File: src/rtl/sbe_pkg.sv
// ----------------------------------------------------------------------------
// sbe_pkg
// Shared types, opcodes and sizes of the stack bytecode executor.
// ----------------------------------------------------------------------------
package sbe_pkg;

  localparam int unsigned OperandDepth = 64;
  localparam int unsigned CallDepth    = 16;
  localparam int unsigned LocalSlots   = 16;
  localparam int unsigned ProgramSize  = 1024;

  localparam int unsigned OpPtrW = $clog2(OperandDepth + 1);
  localparam int unsigned OpIdxW = $clog2(OperandDepth);
  localparam int unsigned LvlW   = $clog2(CallDepth);
  localparam int unsigned SlotW  = $clog2(LocalSlots);
  localparam int unsigned PcW    = $clog2(ProgramSize);
  localparam int unsigned LocW   = LvlW + SlotW;

  localparam logic [4:0] OpIload  = 5'd0;
  localparam logic [4:0] OpIconst = 5'd1;
  localparam logic [4:0] OpIstore = 5'd2;
  localparam logic [4:0] OpIadd   = 5'd3;
  localparam logic [4:0] OpIsub   = 5'd4;
  localparam logic [4:0] OpImul   = 5'd5;
  localparam logic [4:0] OpIdiv   = 5'd6;
  localparam logic [4:0] OpIlt    = 5'd7;
  localparam logic [4:0] OpIgt    = 5'd8;
  localparam logic [4:0] OpIeq    = 5'd9;
  localparam logic [4:0] OpIand   = 5'd10;
  localparam logic [4:0] OpIor    = 5'd11;
  localparam logic [4:0] OpInot   = 5'd12;
  localparam logic [4:0] OpGoto   = 5'd13;
  localparam logic [4:0] OpIfz    = 5'd14;
  localparam logic [4:0] OpCall   = 5'd15;
  localparam logic [4:0] OpRet    = 5'd16;
  localparam logic [4:0] OpPrint  = 5'd17;
  localparam logic [4:0] OpStop   = 5'd18;

  localparam logic [2:0] ErrNone  = 3'd0;
  localparam logic [2:0] ErrUnder = 3'd1;
  localparam logic [2:0] ErrOver  = 3'd2;
  localparam logic [2:0] ErrDiv0  = 3'd3;
  localparam logic [2:0] ErrOp    = 3'd4;
  localparam logic [2:0] ErrDeep  = 3'd5;
  localparam logic [2:0] ErrRet   = 3'd6;

  // controller to datapath
  typedef struct packed {
    logic capture;  // latch the instruction and issue memory reads
    logic exec;     // operands are ready: evaluate and commit
    logic div_go;   // start the divider
    logic mul_go;   // start the multiplier
    logic fin;      // long op done: commit its result
  } sbe_cmd_t;

  // datapath to controller
  typedef struct packed {
    logic need_div;
    logic need_mul;
    logic div_done;
    logic mul_done;
  } sbe_sts_t;

endpackage

File: src/rtl/sbe_control.sv
// ----------------------------------------------------------------------------
// sbe_control
// Sequencer: capture, execute or wait on a long unit, then hold the result.
// ----------------------------------------------------------------------------
module sbe_control import sbe_pkg::*; (
  input  logic     clk_i,
  input  logic     rst_ni,
  input  logic     in_valid_i,
  output logic     in_ready_o,
  output logic     out_valid_o,
  input  logic     out_ready_i,
  output sbe_cmd_t cmd_o,
  input  sbe_sts_t sts_i
);
  localparam logic [1:0] SIdle = 2'd0;
  localparam logic [1:0] SExec = 2'd1;
  localparam logic [1:0] SWait = 2'd2;

  logic [1:0] state_q, state_d;
  logic       ov_q, ov_d;

  // a new transaction may enter once the previous result has left or leaves now
  assign in_ready_o  = (state_q == SIdle) && (!ov_q || out_ready_i);
  assign out_valid_o = ov_q;

  always_comb begin
    state_d = state_q;
    ov_d = ov_q && !out_ready_i;
    cmd_o = '0;
    unique case (state_q)
      SIdle: if (in_valid_i && in_ready_o) begin
        cmd_o.capture = 1'b1; state_d = SExec;
      end
      SExec: begin
        if (sts_i.need_div) begin
          cmd_o.div_go = 1'b1; state_d = SWait;
        end else if (sts_i.need_mul) begin
          cmd_o.mul_go = 1'b1; state_d = SWait;
        end else begin
          cmd_o.exec = 1'b1; ov_d = 1'b1; state_d = SIdle;
        end
      end
      SWait: if (sts_i.div_done || sts_i.mul_done) begin
        cmd_o.fin = 1'b1; ov_d = 1'b1; state_d = SIdle;
      end
      default: state_d = SIdle;
    endcase
  end

  always_ff @(posedge clk_i or negedge rst_ni) begin
    if (!rst_ni) begin
      state_q <= SIdle; ov_q <= 1'b0;
    end else begin
      state_q <= state_d; ov_q <= ov_d;
    end
  end
endmodule

File: config.mk
export PLATFORM = sky130hd
export DESIGN_NAME = sbe_control
export DESIGN_NICKNAME = d
export VERILOG_FILES = /design/src/rtl/sbe_pkg.sv /design/src/rtl/sbe_control.sv
export SDC_FILE = /design/constraint.sdc
export NUM_CORES = 1
export LEC_CHECK = 0
export BUFFER_PORTS_ARGS = -buffer_cell sky130_fd_sc_hd__buf_2
export CAP_MARGIN = 10
export CORE_AREA = 2 2 39 41
export CTS_CLUSTER_SIZE = 8
export DETAILED_ROUTE_END_ITERATION = 10
export DIE_AREA = 0 0 41 43
export PLACE_DENSITY = 0.48
export SYNTH_ARGS = -nofsm -noshare
export SYNTH_HDL_FRONTEND = slang
export SYNTH_SLANG_ARGS = --single-unit
File: constraint.sdc
create_clock -name clk_i -period 3.5 [get_ports clk_i]
set_input_delay 0.7 -clock clk_i [delete_from_list [all_inputs] [get_ports clk_i]]
set_output_delay 0.7 -clock clk_i [all_outputs]
set_load 0.02 [all_outputs]
## Yosys cells after proc, flatten, opt, wreduce, memory -nomap -nowiden

Cells that the tools add are included.

- Multiply operators: 0
- Shifts and indexed selects: 0
- Add/subtract/negate cells: 0
- Bitwise operators: 0
- Magnitude comparators: 0
- Reduce and logical (&&, ||, !) cells: 9
- Muxes and demuxes: 19
- Div/mod/pow operators: 0
- Equal/unequal tests: 4

Operators by type and width:

| kind | number |
|---|---|
| 1-bit 2-to-1 mux | 12 |
| 2-bit 2-to-1 mux | 4 |
| 2-bit case mux with 3 select lines | 1 |
| 1-bit logical AND | 3 |
| 3-bit 2-to-1 mux | 1 |
| 2-bit by 1-bit == test with 1-bit output, second input constant | 1 |
| 2-bit == test, second input constant | 1 |
| 1-bit logical NOT | 2 |
| 2-bit logical NOT | 1 |
| 1-bit logical OR | 2 |
| 2-bit by 1-bit != test with 1-bit output, second input constant | 1 |
| 2-bit != test, second input constant | 1 |
| 1-bit case mux with 2 select lines | 1 |
| 2-bit AND reduction | 1 |

- Memory bits (writable): 0
- Output and inout port bits: 7
- Bits in latches: 0
- Logic and storage cells: 34
- Memories kept: 0
- Register bits after elaboration: 3
- Bits in read-only memories: 0

## Depth between registers and ports, before layout

Gate-level depths: netlist of the first run.

- Depth after elaboration: 6
- Depth in mapped cells: 5

## Worst setup path before layout of the first run

Ideal clock, no wire load.

- Kind: input to output
- From: in sts_i[2] (netlist bit)
- To: out cmd_o[3] (netlist bit)
- Path buffers: 0
- Stages on the path: 1
- Setup slack: 1.573 ns
- Arrival: 1.227 ns
- Path through: nor3b_1

- Word-level cells in the longest chain between the ends: 3

RTL lines:

| item | line | source |
|---|---|---|
| start, declared | sbe_control.sv:13 | `input sbe_sts_t sts_i` |
| 1-bit 2-to-1 mux | sbe_control.sv:37 | `end else if (sts_i.need_mul) begin` |
| 1-bit 2-to-1 mux | sbe_control.sv:35 | `if (sts_i.need_div) begin` |
| 3-bit 2-to-1 mux | sbe_control.sv:30 | `unique case (state_q)` |
| end, declared | sbe_control.sv:12 | `output sbe_cmd_t cmd_o,` |

No other way between the ends.

==> impl_metrics.tcl, run 1 <==
set metrics [dict create \
    status "completed" \
    firstDrtPassIters 2 \
    synthCells 32 \
    startpoint_type "primary input" \
    finalClockSkew_ns 0.01028 \
    final_nets 62 \
    htreeDepth 1 \
    worst-r2r-cell-count 5 \
    synth_cell_types 19 \
    syn-num-nets 43 \
    clkTransAtPathRegs_ns 0.04 \
    synth_common_cells "dfrtp_1 (3), ha_1 (3), inv_1 (3), nand2_1 (3)" \
    grt_pass1_vias 221 \
    die_x_um 41 \
    syn_area_um2 277.8 \
    placement.io_buffers 14 \
    setup.worst_path.start "out_ready_i" \
    synth_seq_cells 3 \
    worstPathRequired_ns 2.80 \
    cts_resized 0 \
    seqCellArea_um2 75.07 \
    crit_type "in2out" \
    rows 14 \
    antenna_found_initial 0 \
    setup_violations 0 \
    routed_wirelength_um 591 \
    antennaDiodeCount 0 \
    async_reset_ff_share_pct 100.0 \
    post_cts_buffers 0 \
    drc 0 \
    grtUsageTotal_pct 8.359 \
    setup_ws_ns 1.435 \
    dp_hpwl_um 480.6 \
    crit_arrival_ns 1.36 \
    worst-path-buf-inv 2 \
    synth_area_leader_cell "dfrtp_1" \
    cts_sinks 3 \
    path_depth 4 \
    cap_viol_max_count 0 \
    coreArea_mm2 0.001384 \
    ctsHoldBuffers 0 \
    power.total_uw 308.1 \
    area_growth_pct 41.89 \
    num_vias 278 \
    routabilityCongestion 0.7844 \
    die_height_um 43 \
    cellPowerDensity_mw_per_mm2 781.8 \
    tns_ns 0 \
    crit_family "simple AND/OR/NAND/NOR gates" \
    clock_latency_ns 0.24 \
    netlist.area_leader.share_pct 27.03 \
    root_buffer "clkbuf_4" \
    cts_made_buffers 3 \
    grt_max_degree 8 \
    drive_gt1_share_pct 38.00 \
    dp_slack_ns 1.440 \
    multi_input_area_um2 191.4 \
    ir_drop_uv 142.8 \
    final_cells 66 \
    synthTopCellsByArea "dfrtp_1 (27%), ha_1 (14%), o211ai_2 (9.0%)" \
    crit_fanout 7 \
    ant_nets 0 \
    slew_viol_final 0 \
    tightest_slew_ns 0.2833 \
    drt_iter0_drc 3 \
    boundaryPins 15 \
    synth_flop_cell "dfrtp_1" \
    post-route-util_pct 28.48 \
    hold_viol 0 \
    leakagePower_uw 0.0002080 \
    rsz0062_at_grt "false" \
    holdCritPathClass "in2async" \
    worst_path_max_delay_cell "nand2b_1" \
    crit_path_cell_trace "buf_2, nand2b_1, and3_1, buf_2" \
    post_drt_wl_per_cell_um 8.955 \
    avgSynthCellArea_um2 8.680 \
    initial_utilization_pct 20.07 \
    fillCellCount 154 \
    finalCritPeriodShare_pct 59.00 \
    fmax_ghz 0.4843 \
    r2r_slack_ns 2.10 \
    critPathMaxStageDelay_ns 0.21 \
    vias_per_cell 4.212 \
    dp.cells 62 \
    fin_crit_ns 2.065 \
    ys_seq_area_share_pct 27.03 \
    maxSlewHeadroom_pct 81.07 \
    synth-edff-count 0 \
    grt_pass1_wl_um 890 \
    gr-total-overflow 0 \
    dieArea_mm2 0.001763 \
    rr_startpoint "state_q[0]" \
    cp_common_cell "buf_2" \
    cts_tree "built" \
    yosys_warnings 0 \
    end_kind "output pin" \
    clock_path_buffers 2 \
]
==> area by class of cell <==
class	instances	share of cell area (%)
Timing Repair Buffer	14	17.78
Clock buffer	4	6.667
Tap cell	16	5.079
Sequential cell	3	19.05
Multi-Input combinational cell	26	48.57
Inverter	3	2.857
==> layer usage <==
layer	share of wire, %	routed length, µm	GRT usage (%)
met4	3.2	19	10.00
met2	42	246	9.688
met3	9.6	57	3.141
met5	0	0	0
met1	45	268	10.06
==> power breakdown <==
part	total, µW	switching, µW	internal, µW
Sequential	58.8	8.93	49.9
Combinational	185	106	79.4
Clock	63.9	21.0	42.9
Total	308	136	172
==> flip-flops by register name (all words and copies together) (netlist names) <==
register / flops
out_valid_o: 1
state_q: 2
==> path summary, 6_finish.rpt <==
| path | to |
|---|---|
| min in group clk_i | state_q[1] |
| worst min-delay path | state_q[1] |
| max in group asynchronous | out_valid_o |
| worst max-delay path | cmd_o[4] |
| worst min register to register | state_q[1] |
| worst max register to register | state_q[1] |
==> cell usage in the layout (no fill, tap or decap), drive strengths merged <==
| cell | n |
|---|---|
| a21oi | 1 |
| inv | 3 |
| a21o | 2 |
| o211ai | 2 |
| a21boi | 1 |
| ha | 3 |
| nand3 | 1 |
| nand2b | 1 |
| nor3b | 2 |
| o21a | 1 |
| and2 | 2 |
| buf | 14 |
| o21ai | 1 |
| clkbuf | 4 |
| o31ai | 1 |
| or3b | 1 |
| dfrtp | 3 |
| nand2 | 3 |
| a2bb2oi | 1 |
| nor2 | 2 |
| and3 | 1 |
==> worst reg2reg max path: cells and delay by family (launching register included) <==
family,cells,cell delay [ns]
flops,1,0.38
simple gates,1,0.40
buf+inv,1,0.10
compound gates,2,0.19
fa+ha+maj,1,0.21
==> kinds of logic (layout without fill, tap and decap cells) <==
| group | Yosys count | count (layout) | synth area share (%) |
|---|---|---|---|
| and+or+nand+nor | 13 | 13 | 26.13 |
| AOI/OAI and AO/OA | 10 | 10 | 29.28 |
| adders and majority gates | 3 | 3 | 13.51 |
| DFF | 3 | 3 | 27.03 |
| buffers and inverters | 3 | 21 | 4.054 |
==> through the flow <==
step	area, µm²	hold slack [ns]
2_1_floorplan	277.8	0.4044
3_3_place_gp	367.9	0.4966
3_5_place_dp	367.9	0.5001
4_1_cts	394.1	0.2373
5_1_grt	394.1	0.2417
6_report	394.1	0.2425
(Power assumes the default switching activity.)
==> inputs of run 2 (changes only) <==
--- a/config.mk
+++ b/config.mk
@@ -5,13 +5,14 @@
 export SDC_FILE = /design/constraint.sdc
 export NUM_CORES = 1
 export LEC_CHECK = 0
+export ABC_AREA = 1
 export BUFFER_PORTS_ARGS = -buffer_cell sky130_fd_sc_hd__buf_2
 export CAP_MARGIN = 10
 export CORE_AREA = 2 2 39 41
 export CTS_CLUSTER_SIZE = 8
 export DETAILED_ROUTE_END_ITERATION = 10
 export DIE_AREA = 0 0 41 43
-export PLACE_DENSITY = 0.48
+export PLACE_DENSITY = 0.47
 export SYNTH_ARGS = -nofsm -noshare
 export SYNTH_HDL_FRONTEND = slang
 export SYNTH_SLANG_ARGS = --single-unit
==> constraint.sdc (replaced) <==
create_clock -name clk_i -period 2 [get_ports clk_i]
set_input_delay 0.4 -clock clk_i [delete_from_list [all_inputs] [get_ports clk_i]]
set_output_delay 0.4 -clock clk_i [all_outputs]
set_load 0.02 [all_outputs]
==> run 2 against run 1 <==
- die area unchanged
- clock power increased by 63%
- synthesized area decreased by 4.5%
- global-route usage unchanged
- first-iteration DRC count increased by 100%
- final cell count increased by 12%
- utilization decreased by 0.18 points
- sequential cell count unchanged
- highest routed layer is now met3
==> impl_metrics.tcl, run 2 <==
set metrics [dict create \
    synth_compound_area_share_pct 8.019 \
    synth_cell_types 12 \
    clock_path_buffers 2 \
    maxSlewHeadroom_pct 89.88 \
    r2r_slack_ns 0.88 \
    tns_ns 0 \
    initial_utilization_pct 19.17 \
    antenna_found_initial 0 \
    dieArea_mm2 0.001763 \
    ys_seq_area_share_pct 28.30 \
    synth-edff-count 0 \
    ir_drop_uv 334.6 \
    placement.io_buffers 14 \
    cellPowerDensity_mw_per_mm2 1397 \
    startpoint_type "flip-flop" \
    layout_common_cells "buf_2 (14), inv_1 (10), nand2_1 (10)" \
    rows 14 \
    reg2reg_to "state_q[0]" \
    crit_arrival_ns 1.28 \
    synth-xor-area-share_pct 0 \
    cts_made_buffers 3 \
    setup_ws_ns 0.3190 \
    dp_hpwl_um 469.3 \
    grt_pass1_vias 226 \
    cts_sinks 3 \
    die_x_um 41 \
    end_kind "output pin" \
    worstPathRequired_ns 1.60 \
    cts_tree "built" \
    synth_flop_cell "dfrtp_1" \
    regMostFlops "state_q" \
    die_height_um 43 \
    leakagePower_uw 0.0002395 \
    drt_iter0_drc 6 \
    rsz0062_at_grt "false" \
    cap_viol_max_count 0 \
    clkTransAtPathRegs_ns 0.04 \
    synth_seq_cells 3 \
    ant_nets 0 \
    final_common_cell "buf_2" \
    setup_violations 0 \
    grt_max_degree 5 \
    setup.worst_path.end "cmd_o[4]" \
    drive_gt1_share_pct 36.21 \
    dp_slack_ns 0.5304 \
    htreeDepth 1 \
    hold_viol 0 \
    root_buffer "clkbuf_4" \
    post_drt_wl_per_cell_um 7.230 \
    clock_latency_ns 0.23 \
    tightest_slew_ns 0.1510 \
    final_nets 70 \
    synth_area_leader_cell "dfrtp_1" \
    firstDrtPassIters 2 \
    synth_top_family_by_area "simple AND/OR/NAND/NOR gates" \
    avgSynthCellArea_um2 6.801 \
    routabilityCongestion 0.6515 \
    netlist.area_leader.share_pct 28.30 \
    grtUsageTotal_pct 8.359 \
    syn_area_um2 265.3 \
    syn-num-nets 50 \
    crit_fanout 3 \
    worst-r2r-cell-count 7 \
    post_cts_buffers 0 \
    vias_per_cell 3.743 \
    boundaryPins 15 \
    routed_wirelength_um 535 \
    largest_reg_flops 2 \
    status "completed" \
    fmax_ghz 0.5949 \
    yosys.area_share.simple_pct 35.38 \
    synth_common_cells "inv_1 (10), nand2_1 (10), nor2_1 (5), dfrtp_1 (3), ha_1 (3)" \
    drc 0 \
    fin_crit_ns 1.681 \
    holdCritPathClass "in2reg" \
    gr-total-overflow 0 \
    multi_input_area_um2 152.6 \
    coreArea_mm2 0.001384 \
    rr_startpoint "state_q[0]" \
    crit_type "reg2out" \
    antennaDiodeCount 0 \
    synthCells 39 \
    yosys_warnings 0 \
    num_vias 277 \
    grt_pass1_wl_um 917 \
    synth-adder-area-share_pct 14.15 \
    setup.worst_path.start "state_q[0]" \
    seqCellArea_um2 75.07 \
    fillCellCount 154 \
    area_growth_pct 47.64 \
    finalClockSkew_ns 0.001069 \
    synthMuxAreaShare_pct 0 \
    slew_viol_final 0 \
    async_reset_ff_share_pct 100.0 \
    finalCritPeriodShare_pct 84.05 \
    synthTopCellsByArea "dfrtp_1 (28%), ha_1 (14%), inv_1 (14%)" \
]
## run 2: layout make-up
cell class	instances	area share (%)
tap	16	5.112
inverter	10	9.585
sequential	3	19.17
timing repair buffer	15	20.45
multi-input combinational	26	38.98
clock buffer	4	6.709
## run 2: timing repair
item / in CTS / in global routing
endpoints found under the hold margin: 3 / 0
resized for setup: 0 / 0
hold buffers: 1 / 0
## run 2: cells by family after synthesis
logic type,count (synthesis)
adder cells (fa/ha/maj),3
flip-flops,3
buffers and inverters,10
AO/OA/AOI/OAI,3
AND/OR/NAND/NOR,20
## run 2: worst max-delay path, stage by stage (launching register included)
cell,delay [ns]
dfrtp_1,0.39
inv_1,0.09
ha_1,0.14
inv_1,0.06
nor3_2,0.19
buf_2,0.19
## run 2: layer usage
layer	GRT usage (%)	vias to the layer above	part of all wire, %
li1	-	155	-
met1	8.766	116	46
met2	10.94	6	48
met3	6.283	0	6.4
met4	6.000	0	0
met5	0	-	0
## run 2: worst min path at each step
stage | startpoint | endpoint | slack (ns) | cells after the start
after floorplan | rst_ni | out_valid_o | 0.10 | 0
after global placement | rst_ni | state_q[0] | 0.20 | 1
after detailed placement | rst_ni | state_q[0] | 0.20 | 1
after CTS | out_ready_i | out_valid_o | 0.47 | 4
after global routing | rst_ni | state_q[0] | 0.49 | 2
final | out_ready_i | out_valid_o | 0.48 | 4
## run 2: power breakdown
group | leakage [µW] | total [µW] | internal (µW) | switching, µW
clock network | 0.0000150 | 104 | 74.6 | 29.5
logic | 0.000185 | 334 | 126 | 207
registers | 0.0000393 | 109 | 89.8 | 19.5
total | 0.000240 | 547 | 291 | 256
## run 2: metrics by stage
| stage | std cells | instance area (µm²) | hold WS (ns) | utilization [%] | power (µW) |
|---|---|---|---|---|---|
| floorplan | 39 | 265.3 | 0.1044 | - | 358.6 |
| global placement | 69 | 355.3 | 0.1995 | 25.68 | 453.3 |
| detailed placement | 69 | 355.3 | 0.1997 | 25.68 | 449.8 |
| CTS | 74 | 391.6 | 0.4736 | 28.30 | 561.1 |
| global route | 74 | 391.6 | 0.4868 | 28.30 | 617.0 |
| finish | 74 | 391.6 | 0.4778 | 28.30 | 547.1 |
==> inputs of run 3 (changes only) <==
==> constraint.sdc (replaced) <==
create_clock -name clk_i -period 1.59 [get_ports clk_i]
set_input_delay 0.318 -clock clk_i [delete_from_list [all_inputs] [get_ports clk_i]]
set_output_delay 0.318 -clock clk_i [all_outputs]
set_load 0.02 [all_outputs]
==> run 3 against run 2 <==
- critical path depth is the same
- highest routed layer unchanged
- largest cell class unchanged
- die area unchanged
- critical path type unchanged
- final cell count rose by 2.7%
==> impl_metrics.tcl, run 3 (synthesis gave the netlist of run 2 again) <==
set metrics [dict create \
    status "completed" \
    slew_viol_final 0 \
    gr-usage-met1_pct 8.442 \
    dp.cells 69 \
    dp_hpwl_um 477.2 \
    initial_utilization_pct 19.17 \
    setup_violations 0 \
    cap_viol_max_count 0 \
    finalClockSkew_ns 0.001069 \
    gr-usage-met3_pct 6.283 \
    worstPathRequired_ns 1.27 \
    rows 14 \
    fmax_ghz 0.6411 \
    final_area_um2 461.7 \
    routed_wirelength_um 647 \
    firstDrtPassIters 2 \
    final_cells 76 \
    gr-usage-met2_pct 12.19 \
    routabilityCongestion 0.6514 \
    root_buffer "clkbuf_4" \
    die_height_um 43 \
    placed_area_um2 355.3 \
    dieArea_mm2 0.001763 \
    coreArea_mm2 0.001384 \
    tns_ns 0 \
    antenna_found_initial 0 \
    vias_per_cell 3.868 \
    final_nets 72 \
    end_kind "output pin" \
    setup_ws_ns 0.03016 \
    drive_gt1_share_pct 51.67 \
    die_x_um 41 \
    crit_arrival_ns 1.24 \
    post-route-util_pct 33.36 \
    clock_path_buffers 2 \
    rsz0062_at_grt "true" \
    seqCellArea_um2 75.07 \
    grt_max_degree 5 \
    clkTransAtPathRegs_ns 0.04 \
    finalCritPeriodShare_pct 98.10 \
    boundaryPins 15 \
    hold_viol 0 \
    clock_latency_ns 0.23 \
    cts_made_buffers 3 \
    ant_nets 0 \
    grt_pass1_vias 244 \
    multi_input_area_um2 186.4 \
    dp_slack_ns 0.2027 \
    grtUsageTotal_pct 8.661 \
    layout_common_cells "buf_2 (10), nand2_1 (9), inv_1 (7)" \
    htreeDepth 1 \
    placement.io_buffers 14 \
    cts_sinks 3 \
    cts_tree "built" \
    final_common_cell "buf_2" \
    gr-total-overflow 0 \
    busiest_layer "met2" \
    drc 0 \
    area_growth_pct 74.06 \
    post_drt_wl_per_cell_um 8.513 \
    fillCellCount 148 \
    startpoint_type "flip-flop" \
    crit_type "reg2out" \
    antennaDiodeCount 0 \
    drt_iter0_drc 6 \
    largest_reg_flops 2 \
    maxSlewHeadroom_pct 88.87 \
    holdCritPathClass "in2reg" \
    grt_pass1_wl_um 959 \
    ir_drop_uv 453.6 \
    regMostFlops "state_q" \
    fin_crit_ns 1.560 \
    num_vias 294 \
    cellPowerDensity_mw_per_mm2 1767 \
    tightest_slew_ns 0.1665 \
    leakagePower_uw 0.0002569 \
    crit_fanout 3 \
]
run 3: changes by cell type in the layout (fill, tap and decap cells not counted), sizes merged:
cell,change
buf,+2
run 3: repair_timing:
action / in CTS / in global routing
endpoints found under the setup margin: 2 / 4
resized for setup: 2 / 17
buffers inserted: 1 / 1
hold buffers: 1 / 0
pin swaps: 1 / 3
endpoints found under the hold margin: 3 / 0
run 3: metal layers:
| metal | up-vias | part of all wire (%) |
|---|---|---|
| met2 | 6 | 55 |
| met5 | - | 0 |
| met1 | 131 | 40 |
| met3 | 0 | 5.1 |
| met4 | 0 | 0 |
| li1 | 157 | - |
run 3: where the power goes:
group          total [µW]  switching, µW  internal, µW
combinational         544            307           237
sequential            141           27.8           113
clock                 131           37.1          93.9
run 3: cell type report:
class / instances / share of cell area [%]
multi-input combinational: 26 / 40.38
clock buffer: 4 / 5.691
sequential: 3 / 16.26
tap: 16 / 4.336
inverter: 10 / 8.130
timing repair buffer: 17 / 25.20
run 3: final timing paths:
path                                  start     endpoint  slack, ns  depth (start not counted)
worst max register to register   state_q[0]   state_q[0]       0.42                          7
max in group asynchronous            rst_ni   state_q[1]       1.08                          2
worst max-delay path             state_q[0]     cmd_o[4]       0.03                          5
worst min register to register   state_q[1]   state_q[1]       0.52                          2
worst min-delay path            out_ready_i  out_valid_o       0.40                          4
min in group asynchronous            rst_ni   state_q[0]       0.41                          2
run 3: critical path: stages (launching register included):
cell     delay [ns]
dfrtp_1        0.39
inv_2          0.07
ha_2           0.16
inv_2          0.05
nor3_4         0.20
buf_6          0.14
run 3: through the flow:
stage               total power (µW)  hold WS [ns]
floorplan                      451.0       0.02241
global placement               570.2        0.1175
detailed placement             565.6        0.1177
CTS                            728.7        0.3915
global route                   909.8        0.4048
finish                         816.0        0.3998
